$ cat src/rtl/ptt_pkg.sv
// Shared constants, codes and control types for the periodic task timer table.
`default_nettype none
package ptt_pkg;

   localparam int SLOTS   = 16;
   localparam int SLOT_W  = (SLOTS > 1) ? $clog2(SLOTS) : 1;
   localparam int COUNT_W = 5;
   localparam int TICK_W  = 10;
   localparam int TIME_W  = 32;
   localparam int RSLOT_W = 8;

   localparam logic [RSLOT_W-1:0] NONE_SLOT = 8'hFF;

   typedef enum logic [2:0] {
      FN_TICK     = 3'd0,
      FN_REGISTER = 3'd1,
      FN_DELETE   = 3'd2,
      FN_ENABLE   = 3'd3,
      FN_PROCESS  = 3'd4,
      FN_EXECUTE  = 3'd5,
      FN_QUERY    = 3'd6
   } func_type;

   typedef enum logic [1:0] {
      SS_UNINIT  = 2'd0,
      SS_READY   = 2'd1,
      SS_PENDING = 2'd2
   } slot_state_type;

   typedef enum logic [1:0] {
      CS_IDLE  = 2'd0,
      CS_EXEC  = 2'd1,
      CS_SCAN  = 2'd2,
      CS_CLOSE = 2'd3
   } ctrl_state_type;

   // Commands from the controller to the datapath.
   typedef struct packed {
      logic load;
      logic exec;
      logic scan_adv;
      logic close;
   } ptt_cmd_type;

   // Status from the datapath to the controller.
   typedef struct packed {
      func_type func;
      logic     out_free;
      logic     scan_due;
      logic     scan_last;
   } ptt_stat_type;

endpackage
`default_nettype wire

$ cat src/rtl/ptt_if.sv
// Valid/ready channel interfaces for command beats and result beats.
`default_nettype none
interface ptt_req_if;
   logic        valid;
   logic        ready;
   logic [2:0]  func;
   logic [7:0]  slot;
   logic [31:0] interval;
   logic [31:0] first_delay;
   logic        enable;

   modport source (output valid, func, slot, interval, first_delay, enable, input ready);
   modport sink   (input valid, func, slot, interval, first_delay, enable, output ready);
endinterface

interface ptt_rsp_if;
   logic       valid;
   logic       ready;
   logic [7:0] result_slot;
   logic       ok;
   logic       fired;
   logic [1:0] status;
   logic [4:0] active_count;
   logic       last;

   modport source (output valid, result_slot, ok, fired, status, active_count, last,
                   input ready);
   modport sink   (input valid, result_slot, ok, fired, status, active_count, last,
                   output ready);
endinterface
`default_nettype wire

$ cat src/rtl/periodic_task_timer_table_unit.sv
// Periodic task timer table: a 16-slot table of periodic tasks over a 32-bit wrapping time base.
// Commands arrive as beats on req_chan (func, slot, interval, first_delay, enable) and every
// result leaves as a beat on rsp_chan; both channels use valid/ready and a beat moves when
// both are high. csr_wr_en with csr_wr_data writes the tick step and may only be used while
// the block is idle.
// One command is handled at a time. A tick, register, delete, enable, execute or query command
// beat, or one with an unused code, is taken in the idle state and its single result is loaded
// into the output register from the execute state once that register is free. A process command
// walks the slot table one slot per cycle while not stalled, through a single due-time compare
// unit, giving one fire beat per due slot followed by a closing beat with last set.
// The result sits in an output register, so a new command can be taken while the previous
// result waits. When the receiver holds ready low, a pending result stalls the controller:
// the scan pauses on a due slot until its fire beat can be loaded.
// Reset (synchronous, active high) clears time, the occupancy, enable and state bits and the
// occupied count, and sets the tick step to 1; no clearing pass is needed.
`default_nettype none
module periodic_task_timer_table_unit (
   input  wire logic       clock,
   input  wire logic       reset,
   input  wire logic       csr_wr_en,
   input  wire logic [9:0] csr_wr_data,
   ptt_req_if.sink         req_chan,
   ptt_rsp_if.source       rsp_chan
);
   import ptt_pkg::*;

   ptt_cmd_type  cmd;
   ptt_stat_type stat;

   ptt_ctrl u_ctrl (
      .clock     (clock),
      .reset     (reset),
      .req_valid (req_chan.valid),
      .req_ready (req_chan.ready),
      .stat      (stat),
      .cmd       (cmd)
   );

   ptt_dp u_dp (
      .clock            (clock),
      .reset            (reset),
      .csr_wr_en        (csr_wr_en),
      .csr_wr_data      (csr_wr_data),
      .req_func         (req_chan.func),
      .req_slot         (req_chan.slot),
      .req_interval     (req_chan.interval),
      .req_first_delay  (req_chan.first_delay),
      .req_enable       (req_chan.enable),
      .rsp_ready        (rsp_chan.ready),
      .rsp_valid        (rsp_chan.valid),
      .rsp_result_slot  (rsp_chan.result_slot),
      .rsp_ok           (rsp_chan.ok),
      .rsp_fired        (rsp_chan.fired),
      .rsp_status       (rsp_chan.status),
      .rsp_active_count (rsp_chan.active_count),
      .rsp_last         (rsp_chan.last),
      .cmd              (cmd),
      .stat             (stat)
   );

endmodule
`default_nettype wire

$ cat src/rtl/ptt_ctrl.sv
// Controller state machine that sequences one command at a time.
`default_nettype none
module ptt_ctrl (
   input  wire logic                  clock,
   input  wire logic                  reset,
   input  wire logic                  req_valid,
   output logic                       req_ready,
   input  wire ptt_pkg::ptt_stat_type stat,
   output ptt_pkg::ptt_cmd_type       cmd
);
   import ptt_pkg::*;

   ctrl_state_type state_ff, state_in;

   always_ff @(posedge clock) begin
      if (reset) begin
         state_ff <= CS_IDLE;
      end else begin
         state_ff <= state_in;
      end
   end

   always_comb begin
      state_in = state_ff;
      unique case (state_ff)
         CS_IDLE: begin
            if (req_valid) begin
               state_in = (stat.func == FN_PROCESS) ? CS_SCAN : CS_EXEC;
            end
         end
         CS_EXEC: begin
            if (stat.out_free) begin
               state_in = CS_IDLE;
            end
         end
         CS_SCAN: begin
            if ((!stat.scan_due || stat.out_free) && stat.scan_last) begin
               state_in = CS_CLOSE;
            end
         end
         CS_CLOSE: begin
            if (stat.out_free) begin
               state_in = CS_IDLE;
            end
         end
         default: state_in = CS_IDLE;
      endcase
   end

   always_comb begin
      req_ready    = 1'b0;
      cmd          = '0;
      unique case (state_ff)
         CS_IDLE: begin
            req_ready = 1'b1;
            cmd.load  = req_valid;
         end
         CS_EXEC:  cmd.exec = stat.out_free;
         // A due slot holds the scan until the output register can take its fire beat.
         CS_SCAN:  cmd.scan_adv = !stat.scan_due || stat.out_free;
         CS_CLOSE: cmd.close = stat.out_free;
         default: begin
            req_ready = 1'b0;
         end
      endcase
   end

endmodule
`default_nettype wire

$ cat src/rtl/ptt_dp.sv
// Datapath: time counter, slot table, scan counter and the result register.
`default_nettype none
module ptt_dp (
   input  wire logic                   clock,
   input  wire logic                   reset,
   input  wire logic                   csr_wr_en,
   input  wire logic [9:0]             csr_wr_data,
   input  wire logic [2:0]             req_func,
   input  wire logic [7:0]             req_slot,
   input  wire logic [31:0]            req_interval,
   input  wire logic [31:0]            req_first_delay,
   input  wire logic                   req_enable,
   input  wire logic                   rsp_ready,
   output logic                        rsp_valid,
   output logic [7:0]                  rsp_result_slot,
   output logic                        rsp_ok,
   output logic                        rsp_fired,
   output logic [1:0]                  rsp_status,
   output logic [4:0]                  rsp_active_count,
   output logic                        rsp_last,
   input  wire ptt_pkg::ptt_cmd_type   cmd,
   output ptt_pkg::ptt_stat_type       stat
);
   import ptt_pkg::*;

   // Configuration and time.
   logic [TICK_W-1:0]  tick_step_ff;
   logic [TIME_W-1:0]  now_ff, now_in;
   logic [COUNT_W-1:0] count_ff, count_in;
   logic [SLOT_W-1:0]  cnt_ff, cnt_in;

   // Slot table.
   logic [SLOTS-1:0]   used_ff, used_in;
   logic [SLOTS-1:0]   enabled_ff, enabled_in;
   slot_state_type     state_ff [SLOTS];
   slot_state_type     state_in [SLOTS];
   logic [TIME_W-1:0]  interval_ff [SLOTS];
   logic [TIME_W-1:0]  delay_ff [SLOTS];
   logic [TIME_W-1:0]  last_ff [SLOTS];

   // Latched command.
   func_type           func_ff;
   logic [7:0]         slot_ff;
   logic [TIME_W-1:0]  ivl_ff;
   logic [TIME_W-1:0]  dly_ff;
   logic               en_ff;

   // Result register.
   logic               rsp_valid_ff, rsp_valid_in;
   logic [7:0]         rslot_ff, rslot_in;
   logic               ok_ff, ok_in;
   logic               fired_ff, fired_in;
   logic [1:0]         status_ff, status_in;
   logic [COUNT_W-1:0] acount_ff;
   logic               last_bit_ff, last_bit_in;
   logic               rsp_load;

   // Table update controls.
   logic               wr_cfg, wr_fire, wr_pend, wr_del, wr_en;
   logic [SLOT_W-1:0]  wr_idx;

   logic [SLOT_W-1:0]  slot_idx;
   logic               live;
   logic               free_found;
   logic [SLOT_W-1:0]  free_idx;
   logic [TIME_W-1:0]  elapsed;
   logic [TIME_W-1:0]  limit;
   logic               scan_active;
   logic               scan_due;
   logic               out_free;

   assign slot_idx = slot_ff[SLOT_W-1:0];
   assign live     = (slot_ff < 8'(SLOTS)) && used_ff[slot_idx];
   assign out_free = !rsp_valid_ff || rsp_ready;

   // Lowest free slot.
   always_comb begin
      free_found = 1'b0;
      free_idx   = '0;
      for (int i = SLOTS - 1; i >= 0; i--) begin
         if (!used_ff[i]) begin
            free_found = 1'b1;
            free_idx   = SLOT_W'(i);
         end
      end
   end

   // Due test of the slot under the scan counter.
   assign elapsed     = now_ff - last_ff[cnt_ff];
   assign limit       = (delay_ff[cnt_ff] != '0) ? delay_ff[cnt_ff] : interval_ff[cnt_ff];
   assign scan_active = used_ff[cnt_ff] && enabled_ff[cnt_ff];
   assign scan_due    = scan_active && (elapsed >= limit);

   assign stat.func      = (cmd.load) ? func_type'(req_func) : func_ff;
   assign stat.out_free  = out_free;
   assign stat.scan_due  = scan_due;
   assign stat.scan_last = (cnt_ff == SLOT_W'(SLOTS - 1));

   always_comb begin
      now_in      = now_ff;
      count_in    = count_ff;
      wr_cfg      = 1'b0;
      wr_fire     = 1'b0;
      wr_pend     = 1'b0;
      wr_del      = 1'b0;
      wr_en       = 1'b0;
      wr_idx      = slot_idx;
      rsp_load    = 1'b0;
      rslot_in    = NONE_SLOT;
      ok_in       = 1'b0;
      fired_in    = 1'b0;
      status_in   = SS_UNINIT;
      last_bit_in = 1'b1;
      priority if (cmd.exec) begin
         rsp_load = 1'b1;
         unique case (func_ff)
            FN_TICK: begin
               now_in = now_ff + TIME_W'(tick_step_ff);
               ok_in  = 1'b1;
            end
            FN_REGISTER: begin
               if (free_found) begin
                  wr_cfg   = 1'b1;
                  wr_idx   = free_idx;
                  count_in = count_ff + 1'b1;
                  rslot_in = RSLOT_W'(free_idx);
                  ok_in    = 1'b1;
               end
            end
            FN_DELETE: begin
               wr_del   = live;
               count_in = live ? count_ff - 1'b1 : count_ff;
               rslot_in = slot_ff;
               ok_in    = live;
            end
            FN_ENABLE: begin
               wr_en    = live;
               rslot_in = slot_ff;
               ok_in    = live;
            end
            FN_EXECUTE: begin
               wr_fire  = live && enabled_ff[slot_idx];
               rslot_in = slot_ff;
               ok_in    = live && enabled_ff[slot_idx];
               fired_in = live && enabled_ff[slot_idx];
            end
            FN_QUERY: begin
               rslot_in  = slot_ff;
               ok_in     = live;
               status_in = live ? state_ff[slot_idx] : SS_UNINIT;
            end
            default: begin
               ok_in = 1'b0;
            end
         endcase
      end else if (cmd.scan_adv) begin
         wr_idx = cnt_ff;
         if (scan_due) begin
            wr_fire     = 1'b1;
            rsp_load    = 1'b1;
            rslot_in    = RSLOT_W'(cnt_ff);
            ok_in       = 1'b1;
            fired_in    = 1'b1;
            last_bit_in = 1'b0;
         end else begin
            wr_pend = scan_active;
         end
      end else if (cmd.close) begin
         rsp_load = 1'b1;
         ok_in    = 1'b1;
      end
   end

   always_comb begin
      used_in    = used_ff;
      enabled_in = enabled_ff;
      state_in   = state_ff;
      if (wr_cfg) begin
         used_in[wr_idx]    = 1'b1;
         enabled_in[wr_idx] = en_ff;
         state_in[wr_idx]   = en_ff ? SS_READY : SS_PENDING;
      end
      if (wr_del) begin
         used_in[wr_idx]  = 1'b0;
         state_in[wr_idx] = SS_UNINIT;
      end
      if (wr_en) begin
         enabled_in[wr_idx] = en_ff;
         state_in[wr_idx]   = en_ff ? SS_READY : SS_PENDING;
      end
      if (wr_fire) begin
         state_in[wr_idx] = SS_READY;
      end
      if (wr_pend) begin
         state_in[wr_idx] = SS_PENDING;
      end
   end

   always_comb begin
      cnt_in = cnt_ff;
      if (cmd.load) begin
         cnt_in = '0;
      end else if (cmd.scan_adv) begin
         cnt_in = cnt_ff + 1'b1;
      end
   end

   assign rsp_valid_in = rsp_load || (rsp_valid_ff && !rsp_ready);

   always_ff @(posedge clock) begin
      if (reset) begin
         tick_step_ff <= TICK_W'(1);
         now_ff       <= '0;
         count_ff     <= '0;
         cnt_ff       <= '0;
         used_ff      <= '0;
         enabled_ff   <= '0;
         rsp_valid_ff <= 1'b0;
         for (int i = 0; i < SLOTS; i++) begin
            state_ff[i] <= SS_UNINIT;
         end
      end else begin
         if (csr_wr_en) begin
            tick_step_ff <= csr_wr_data;
         end
         now_ff       <= now_in;
         count_ff     <= count_in;
         cnt_ff       <= cnt_in;
         used_ff      <= used_in;
         enabled_ff   <= enabled_in;
         state_ff     <= state_in;
         rsp_valid_ff <= rsp_valid_in;
      end
   end

   // Slot timing words and the latched command carry no reset.
   always_ff @(posedge clock) begin
      if (wr_cfg) begin
         interval_ff[wr_idx] <= ivl_ff;
         delay_ff[wr_idx]    <= dly_ff;
         last_ff[wr_idx]     <= now_ff;
      end
      if (wr_fire) begin
         delay_ff[wr_idx] <= '0;
         last_ff[wr_idx]  <= now_ff;
      end
      if (cmd.load) begin
         func_ff <= func_type'(req_func);
         slot_ff <= req_slot;
         ivl_ff  <= req_interval;
         dly_ff  <= req_first_delay;
         en_ff   <= req_enable;
      end
      if (rsp_load) begin
         rslot_ff    <= rslot_in;
         ok_ff       <= ok_in;
         fired_ff    <= fired_in;
         status_ff   <= status_in;
         acount_ff   <= count_in;
         last_bit_ff <= last_bit_in;
      end
   end

   assign rsp_valid        = rsp_valid_ff;
   assign rsp_result_slot  = rslot_ff;
   assign rsp_ok           = ok_ff;
   assign rsp_fired        = fired_ff;
   assign rsp_status       = status_ff;
   assign rsp_active_count = acount_ff;
   assign rsp_last         = last_bit_ff;

   // The occupied count always agrees with the occupancy bits.
   a_count_matches: assert property (@(posedge clock) disable iff (reset)
      count_ff == COUNT_W'($countones(used_ff)))
      else $error("occupied count disagrees with slot occupancy");

   // A tick advances time by exactly the configured step.
   a_tick_step: assert property (@(posedge clock) disable iff (reset)
      (cmd.exec && func_ff == FN_TICK) |=>
         now_ff == $past(now_ff) + TIME_W'($past(tick_step_ff)))
      else $error("tick did not advance time by the step");

   // A fire beat only ever comes from an occupied, enabled slot.
   a_fire_enabled: assert property (@(posedge clock) disable iff (reset)
      (rsp_load && fired_in) |-> (used_ff[wr_idx] && enabled_ff[wr_idx]))
      else $error("fire beat from a free or disabled slot");

   // A result is never loaded over one that is still waiting.
   a_no_overwrite: assert property (@(posedge clock) disable iff (reset)
      rsp_load |-> out_free)
      else $error("result register overwritten while stalled");

endmodule
`default_nettype wire

$ cat src/flat_wrapper.sv
// flat-port wrapper written by rule: the top's interface ports become plain ports
module periodic_task_timer_table_unit_flat import ptt_pkg::*;
  (clock, reset, csr_wr_en, csr_wr_data, req_chan_valid, req_chan_func, req_chan_slot, req_chan_interval, req_chan_first_delay, req_chan_enable, req_chan_ready, rsp_chan_valid, rsp_chan_result_slot, rsp_chan_ok, rsp_chan_fired, rsp_chan_status, rsp_chan_active_count, rsp_chan_last, rsp_chan_ready);
  ptt_req_if req_chan_i ();
  ptt_rsp_if rsp_chan_i ();
  input  wire logic clock;
  input  wire logic reset;
  input  wire logic csr_wr_en;
  input  wire logic [9:0] csr_wr_data;
  input wire logic [$bits(req_chan_i.valid)-1:0] req_chan_valid;
  input wire logic [$bits(req_chan_i.func)-1:0] req_chan_func;
  input wire logic [$bits(req_chan_i.slot)-1:0] req_chan_slot;
  input wire logic [$bits(req_chan_i.interval)-1:0] req_chan_interval;
  input wire logic [$bits(req_chan_i.first_delay)-1:0] req_chan_first_delay;
  input wire logic [$bits(req_chan_i.enable)-1:0] req_chan_enable;
  output wire logic [$bits(req_chan_i.ready)-1:0] req_chan_ready;
  output wire logic [$bits(rsp_chan_i.valid)-1:0] rsp_chan_valid;
  output wire logic [$bits(rsp_chan_i.result_slot)-1:0] rsp_chan_result_slot;
  output wire logic [$bits(rsp_chan_i.ok)-1:0] rsp_chan_ok;
  output wire logic [$bits(rsp_chan_i.fired)-1:0] rsp_chan_fired;
  output wire logic [$bits(rsp_chan_i.status)-1:0] rsp_chan_status;
  output wire logic [$bits(rsp_chan_i.active_count)-1:0] rsp_chan_active_count;
  output wire logic [$bits(rsp_chan_i.last)-1:0] rsp_chan_last;
  input wire logic [$bits(rsp_chan_i.ready)-1:0] rsp_chan_ready;
  assign req_chan_i.valid = req_chan_valid;
  assign req_chan_i.func = req_chan_func;
  assign req_chan_i.slot = req_chan_slot;
  assign req_chan_i.interval = req_chan_interval;
  assign req_chan_i.first_delay = req_chan_first_delay;
  assign req_chan_i.enable = req_chan_enable;
  assign req_chan_ready = req_chan_i.ready;
  assign rsp_chan_valid = rsp_chan_i.valid;
  assign rsp_chan_result_slot = rsp_chan_i.result_slot;
  assign rsp_chan_ok = rsp_chan_i.ok;
  assign rsp_chan_fired = rsp_chan_i.fired;
  assign rsp_chan_status = rsp_chan_i.status;
  assign rsp_chan_active_count = rsp_chan_i.active_count;
  assign rsp_chan_last = rsp_chan_i.last;
  assign rsp_chan_i.ready = rsp_chan_ready;
  periodic_task_timer_table_unit u_core (.clock(clock), .reset(reset), .csr_wr_en(csr_wr_en), .csr_wr_data(csr_wr_data), .req_chan(req_chan_i), .rsp_chan(rsp_chan_i));
endmodule
$ cat config.mk
export PLATFORM = sky130hd
export DESIGN_NAME = periodic_task_timer_table_unit_flat
export DESIGN_NICKNAME = d
export VERILOG_FILES = /design/src/rtl/ptt_pkg.sv /design/src/rtl/ptt_if.sv /design/src/rtl/periodic_task_timer_table_unit.sv /design/src/rtl/ptt_ctrl.sv /design/src/rtl/ptt_dp.sv /design/src/flat_wrapper.sv
export SDC_FILE = /design/constraint.sdc
export NUM_CORES = 2
export LEC_CHECK = 0
export BUFFER_PORTS_ARGS = -buffer_cell sky130_fd_sc_hd__clkbuf_2
export CAP_MARGIN = 25
export CORE_ASPECT_RATIO = 0.6
export CORE_UTILIZATION = 40
export DETAILED_ROUTE_END_ITERATION = 12
export HOLD_SLACK_MARGIN = 0.12
export PLACE_DENSITY_LB_ADDON = 0.1
export SYNTH_ARGS = -nofsm -noshare
export SYNTH_HDL_FRONTEND = slang
export SYNTH_HIERARCHICAL = 1
export SYNTH_SLANG_ARGS = --single-unit
$ cat constraint.sdc
create_clock -name clock -period 30.7 [get_ports clock]
set_input_delay 1.535 -clock clock [delete_from_list [all_inputs] [get_ports clock]]
set_output_delay 1.535 -clock clock [all_outputs]
set_load 0.01 [all_outputs]
-- Word-level counts from Yosys, hierarchy flattened
Memories as Yosys holds them, arrays and structs flattened. A register that Yosys moved wholly into a read port is not among the register bits.
Index checks and enable logic that the tools add are counted.
W data, S select, Z words.
- register bits after elaboration: 212
- RAM bits: 1536
- bits of input ports: 91
- output and inout bits: 20
- logic and storage cells: 224
- memories kept: 3
- add/subtract/negate cells: 5
- $lt $le $gt $ge: 9
- eq/ne operators: 13
- mux-type cells: 118
- bitwise operators: 16
- reductions and logical operators: 25
- memories (name ; depth ; width ; rd ports ; clocked after memory_dff ; wr ports ; line ; text):
    u_core.u_dp.delay_ff ; 16 ; 32 ; 1 ; 1 ; 1 ; ptt_dp.sv:38 ; logic [TIME_W-1:0] delay_ff [SLOTS];
    u_core.u_dp.interval_ff ; 16 ; 32 ; 1 ; 1 ; 1 ; ptt_dp.sv:37 ; logic [TIME_W-1:0] interval_ff [SLOTS];
    u_core.u_dp.last_ff ; 16 ; 32 ; 1 ; 1 ; 1 ; ptt_dp.sv:39 ; logic [TIME_W-1:0] last_ff [SLOTS];
- operators with widths (cell ; number):
    $mux W32 ; 8
    $mux W4 ; 26
    $bwmux W32 ; 2
    $mux W16 ; 4
    $mux W1 ; 49
    $and A16 B16 Y16 ; 3
    $not A16 Y16 ; 3
    $or A16 B16 Y16 ; 3
    $add A32 B10 Y32 ; 1
    $and A32 B32 Y32 ; 1
    $bwmux W16 ; 2
    $ge A32 B32 Y1 ; 1
    $mux W8 ; 4
    $not A32 Y32 ; 1
    $reduce_bool A32 Y1 ; 1
    $sub A32 B32 Y32 ; 1
    $bmux W1 S4 ; 4
    $mux W2 ; 8
    $pmux W8 S2 ; 1
    $lt A4 B5 Y1 const B ; 3
    $mux W5 ; 3
    $ge A5 B5 Y1 const B ; 2
    $not A4 Y5 ; 2
    $pmux W5 S2 ; 1
    32 further kinds ; 52

-- Longest topological paths before layout
- word-level depth: 34
- depth in mapped cells: 36
- mapped depth without buffers: 28

-- Modules after synthesis
The synthesis kept the hierarchy.
- by module, submodules not included (module ; times used ; cells each ; area an instance (sq um) ; seq. area each (sq um)):
    ptt_dp ; 1 ; 3551 ; 70458.8 ; 51319.2
    ptt_ctrl ; 1 ; 17 ; 140.1 ; 40.0

-- Worst setup path after synthesis
Ideal clock, no wire load.
- path kind: register to register
- start: register with a tool-made name
- end: memory u_core.u_dp.interval_ff[3][0] (enable)
- setup time: 0.505 ns
- arrival time: 10.446 ns
- required time: 30.195 ns
- slack: 19.750 ns
- cell stages (with the launch flop): 33
- path buffers: 8
- clock period less this slack: 10.950 ns
- cells stage by stage: dfxtp_1 > clkbuf_1 > buf_6 > buf_2 > clkbuf_1 > buf_2 > mux4_2 > mux4_2 > ha_1 > inv_1 > fa_1 > a211oi_1 > o211ai_1 > nand4_1 > o311ai_0 > and2_1 > o21ai_0 > o21ai_0 > xnor2_1 > ha_1 > and4_1 > a221o_1 > nor3_1 > a21bo_2 > a21boi_0 > buf_4 > nand2b_1 > and3_2 > clkbuf_1 > mux2_2 > o22a_1 > buf_2 > nor4_1
- RTL lines (element ; line):
    end, declared ; ptt_dp.sv:37

==> metrics.yaml <==
fin_nets: 3961
vias: 36278
ctsResizeCount: 0
cp_max_fo: 84
drc: 0
grtUsageTotal: 0.221
ctsHoldBuffers: 0
cp_num_buf_inv: 5
finalHoldViolations: 0
rsz0062_at_grt: "false"
yosysWarningCount: 6
detail_route.wl_per_cell_um: 31.2
area_delta_synth_final_pct: 13.5
final_cells: 6287
synth_edf_count: 1627
postCtsSetupBuffers: 0
final_area_mm2: 0.0801
initial_core_util: 0.403
dp_cells: 5971
dp_slack_ns: 18.32
clock-sinks: 1752
synthArstFlopShare: 0
p_leak_uw: 0.0260
worst_pin_slew_ns: 1.06
rows: 119
cts-root-buf: "clkbuf_16"
routed_via_density: 5.77
finClkSkew_ns: 0.0506
crit_top_cell: "buf_4"
ys_seq_elements: 1752
seq_area_frac_synth: 0.727
max_freq_mhz: 81.8
overflow: 0
critPathMaxStageDelay_ns: 0.87
cp_slowest_cell: "nor2_4"
crit_required_ns: 31.13
postLayoutCoreUtil: 0.457
pin_count: 111
grt_pass1_vias: 36090
hp-class: "reg2reg"
drt_pass1_iterations: 5
crit_family: "simple AND/OR/NAND/NOR gates"
setup_viol: 0
synth-main-ff-cell: "edfxtp_1"
htreeDepth: 4
synth.avg_cell_area_um2: 19.8
dp_hpwl_mm: 118
peakVddDrop_v: 0.0000446
period_share: 0.398
place.gp.congestion: 0.886
die_width_um: 544
wirelength_mm: 196
dieArea_mm2: 0.178
drive_gt1_frac: 0.262
p_per_area_mw_per_mm2: 63.4
grt_max_degree: 114
yosysUniqueCellTypes: 101
fp.dieH_um: 327
crit_path_start_kind: "flip-flop"
grt_pass1_wl_mm: 279
io_buffers: 110
detail-route-antenna-nets: 0
coreArea_mm2: 0.175
netlist_area_mm2: 0.0706
tritoncts: "done"
postSynthCellCount: 3568
post_dp_cell_area_mm2: 0.0745
maxSlewHeadroom: 0.294
setup_slack_ns: 18.47
clock_path_buffers: 4
synth_nets: 3738
cts-buffers-inserted: 177
maxCapViolations: 0
antenna_found_initial: 8
drt_iter0_markers: 4048
min_period_ns: 12.23
tns_ns: 0
cts.clk_slew.worst_paths_ns: 0.07
path_class: "reg2reg"
end_kind: "flip-flop"
finalMaxSlewViolations: 0
fillers: 14877
insertion_delay_ns: 0.82
outcome: "complete, no violations"
cp.arrival_ns: 12.66
## final timing paths
kind	end	slack, ns	from	depth (start not counted)
max	u_core/u_dp/delay_ff[5][10]$_DFFE_PP_	18.47	flip-flop	26
min	u_core/u_dp/state_ff[5]$_SDFF_PP0_	0.47	u_core/u_dp/state_ff[5]$_SDFF_PP0_	2
min reg2reg	u_core/u_dp/state_ff[5]$_SDFF_PP0_	0.47	u_core/u_dp/state_ff[5]$_SDFF_PP0_	2
max reg2reg	u_core/u_dp/delay_ff[5][10]$_DFFE_PP_	18.47	flip-flop	26
## per-layer routing
layer	vias up	global-route usage	part of all wire
met1	19410	0.366	0.50
met5	-	0	0
met4	0	0.0354	0.013
li1	15244	-	-
met2	1424	0.290	0.40
met3	200	0.0588	0.093
## where the power goes
part | leakage (uW) | internal [uW] | switching (uW) | total, uW
logic | 0.00645 | 77.2 | 167 | 244
clock network | 0.00273 | 1240 | 902 | 2140
registers | 0.0168 | 2660 | 39.6 | 2700
total | 0.0260 | 3970 | 1110 | 5080
## sequential cells by signal, indices dropped and copies added, names as in the netlist, 2 cells and up, named ones only
register                      count
u_core/u_dp/interval_ff         512
u_core/u_dp/state_ff             32
u_core/u_dp/func_ff               3
u_core/u_dp/rsp_active_count      5
u_core/u_dp/count_ff              5
u_core/u_dp/rsp_status            2
u_core/u_ctrl/state_ff            2
u_core/u_dp/tick_step_ff         10
u_core/u_dp/used_ff              16
u_core/u_dp/dly_ff               32
u_core/u_dp/now_ff               32
u_core/u_dp/enabled_ff           16
u_core/u_dp/cnt_ff                4
u_core/u_dp/rsp_result_slot       8
u_core/u_dp/delay_ff            512
u_core/u_dp/last_ff             512
u_core/u_dp/slot_ff               8
u_core/u_dp/ivl_ff               32
## layout make-up
cell class | instances | area (um2) | share of cell area
sequential | 1752 | 51400 | 0.641
multi-input combinational | 1564 | 18400 | 0.229
inverter | 71 | 267 | 0.00333
timing repair buffer | 225 | 1540 | 0.0193
antenna | 1 | 2.50 | 0.0000312
clock buffer | 236 | 4760 | 0.0594
tap | 2359 | 2950 | 0.0368
clock inverter | 79 | 867 | 0.0108
## placed cells by master (no fill, tap or decap), types with 16 or more instances in the layout
cell,count
edfxtp_1,1627
nor2_4,28
clkinv_1,36
nand2b_1,17
o21ai_0,41
nand4_1,16
clkbuf_16,178
clkbuf_1,46
a22oi_1,68
o21ai_1,16
a21o_1,16
ha_1,77
mux4_2,462
nand2_1,125
and2_1,45
a211oi_1,19
clkbuf_2,113
inv_1,66
mux2i_1,36
xnor2_1,42
dfxtp_1,121
nor4_1,18
xor2_1,21
buf_4,107
nor2_1,95
bufinv_16,18
a32o_1,16
nand3_1,31
nor3_1,24
a21oi_1,111
## synth_stat cells, types with 8 or more instances
master,n,area share
buf_1,10,0.00053
edfxtp_1,1627,0.69
o21ai_1,16,0.0011
buf_2,62,0.0044
o2bb2ai_1,9,0.0011
dfxtp_1,125,0.035
ha_1,77,0.014
and2_1,46,0.0041
nor2b_1,12,0.0011
nand3_1,31,0.0022
clkbuf_1,91,0.0048
a21o_1,16,0.0017
o21ai_0,41,0.0029
xor2_1,21,0.0026
a22o_1,11,0.0014
nor3_2,8,0.0011
xnor2_1,42,0.0052
mux4_2,462,0.15
inv_1,70,0.0037
or3_1,15,0.0013
nand2b_1,17,0.0015
o21a_1,14,0.0015
nand2_1,125,0.0066
nor3_1,24,0.0017
and3_1,12,0.0011
a21oi_1,111,0.0079
mux2i_1,36,0.0051
nand4_1,16,0.0014
a211oi_1,19,0.0020
nor4_2,10,0.0018
nor2_1,123,0.0065
buf_4,13,0.0014
nor4_1,19,0.0017
a32o_1,16,0.0023
a22oi_1,68,0.0072
## worst register-to-register path, cell delays in order, from the launching register on
cell and delay (ns):
dfxtp_4 0.73, buf_4 0.83, buf_12 0.58, buf_4 0.98
mux4_2 0.65, a22oi_1 0.36, nand2_1 0.32, nor4_1 0.52
nand4_1 0.19, nor2_2 0.33, buf_4 0.41, a21oi_1 0.27
ha_1 0.37, a21oi_1 0.14, o21ai_0 0.11, a221o_1 0.41
nor3_1 0.30, a21bo_2 0.41, a21boi_0 0.29, nand2b_1 0.16
and3_2 0.40, nor2b_1 0.09, a211oi_1 0.44, a31o_4 0.48
nand3_1 0.36, nor2_4 0.87, buf_4 0.84
## cells by family after synthesis
logic type / count (synthesis) / synth area share
compound gates: 414 / 0.0417
xor+xnor: 63 / 0.00782
fa+ha+maj: 79 / 0.0142
buf+inv: 252 / 0.0157
flops: 1752 / 0.727
mux: 506 / 0.154
simple gates: 502 / 0.0391
## per-stage QoR
stage / total power (uW) / hold WS, ns
2_1_floorplan: 2890 / 0.426
3_3_place_gp: 2990 / 0.452
3_5_place_dp: 2990 / 0.449
4_1_cts: 5140 / 0.468
5_1_grt: 5250 / 0.482
6_report: 5080 / 0.469
Power figures use the tool's default switching activity.
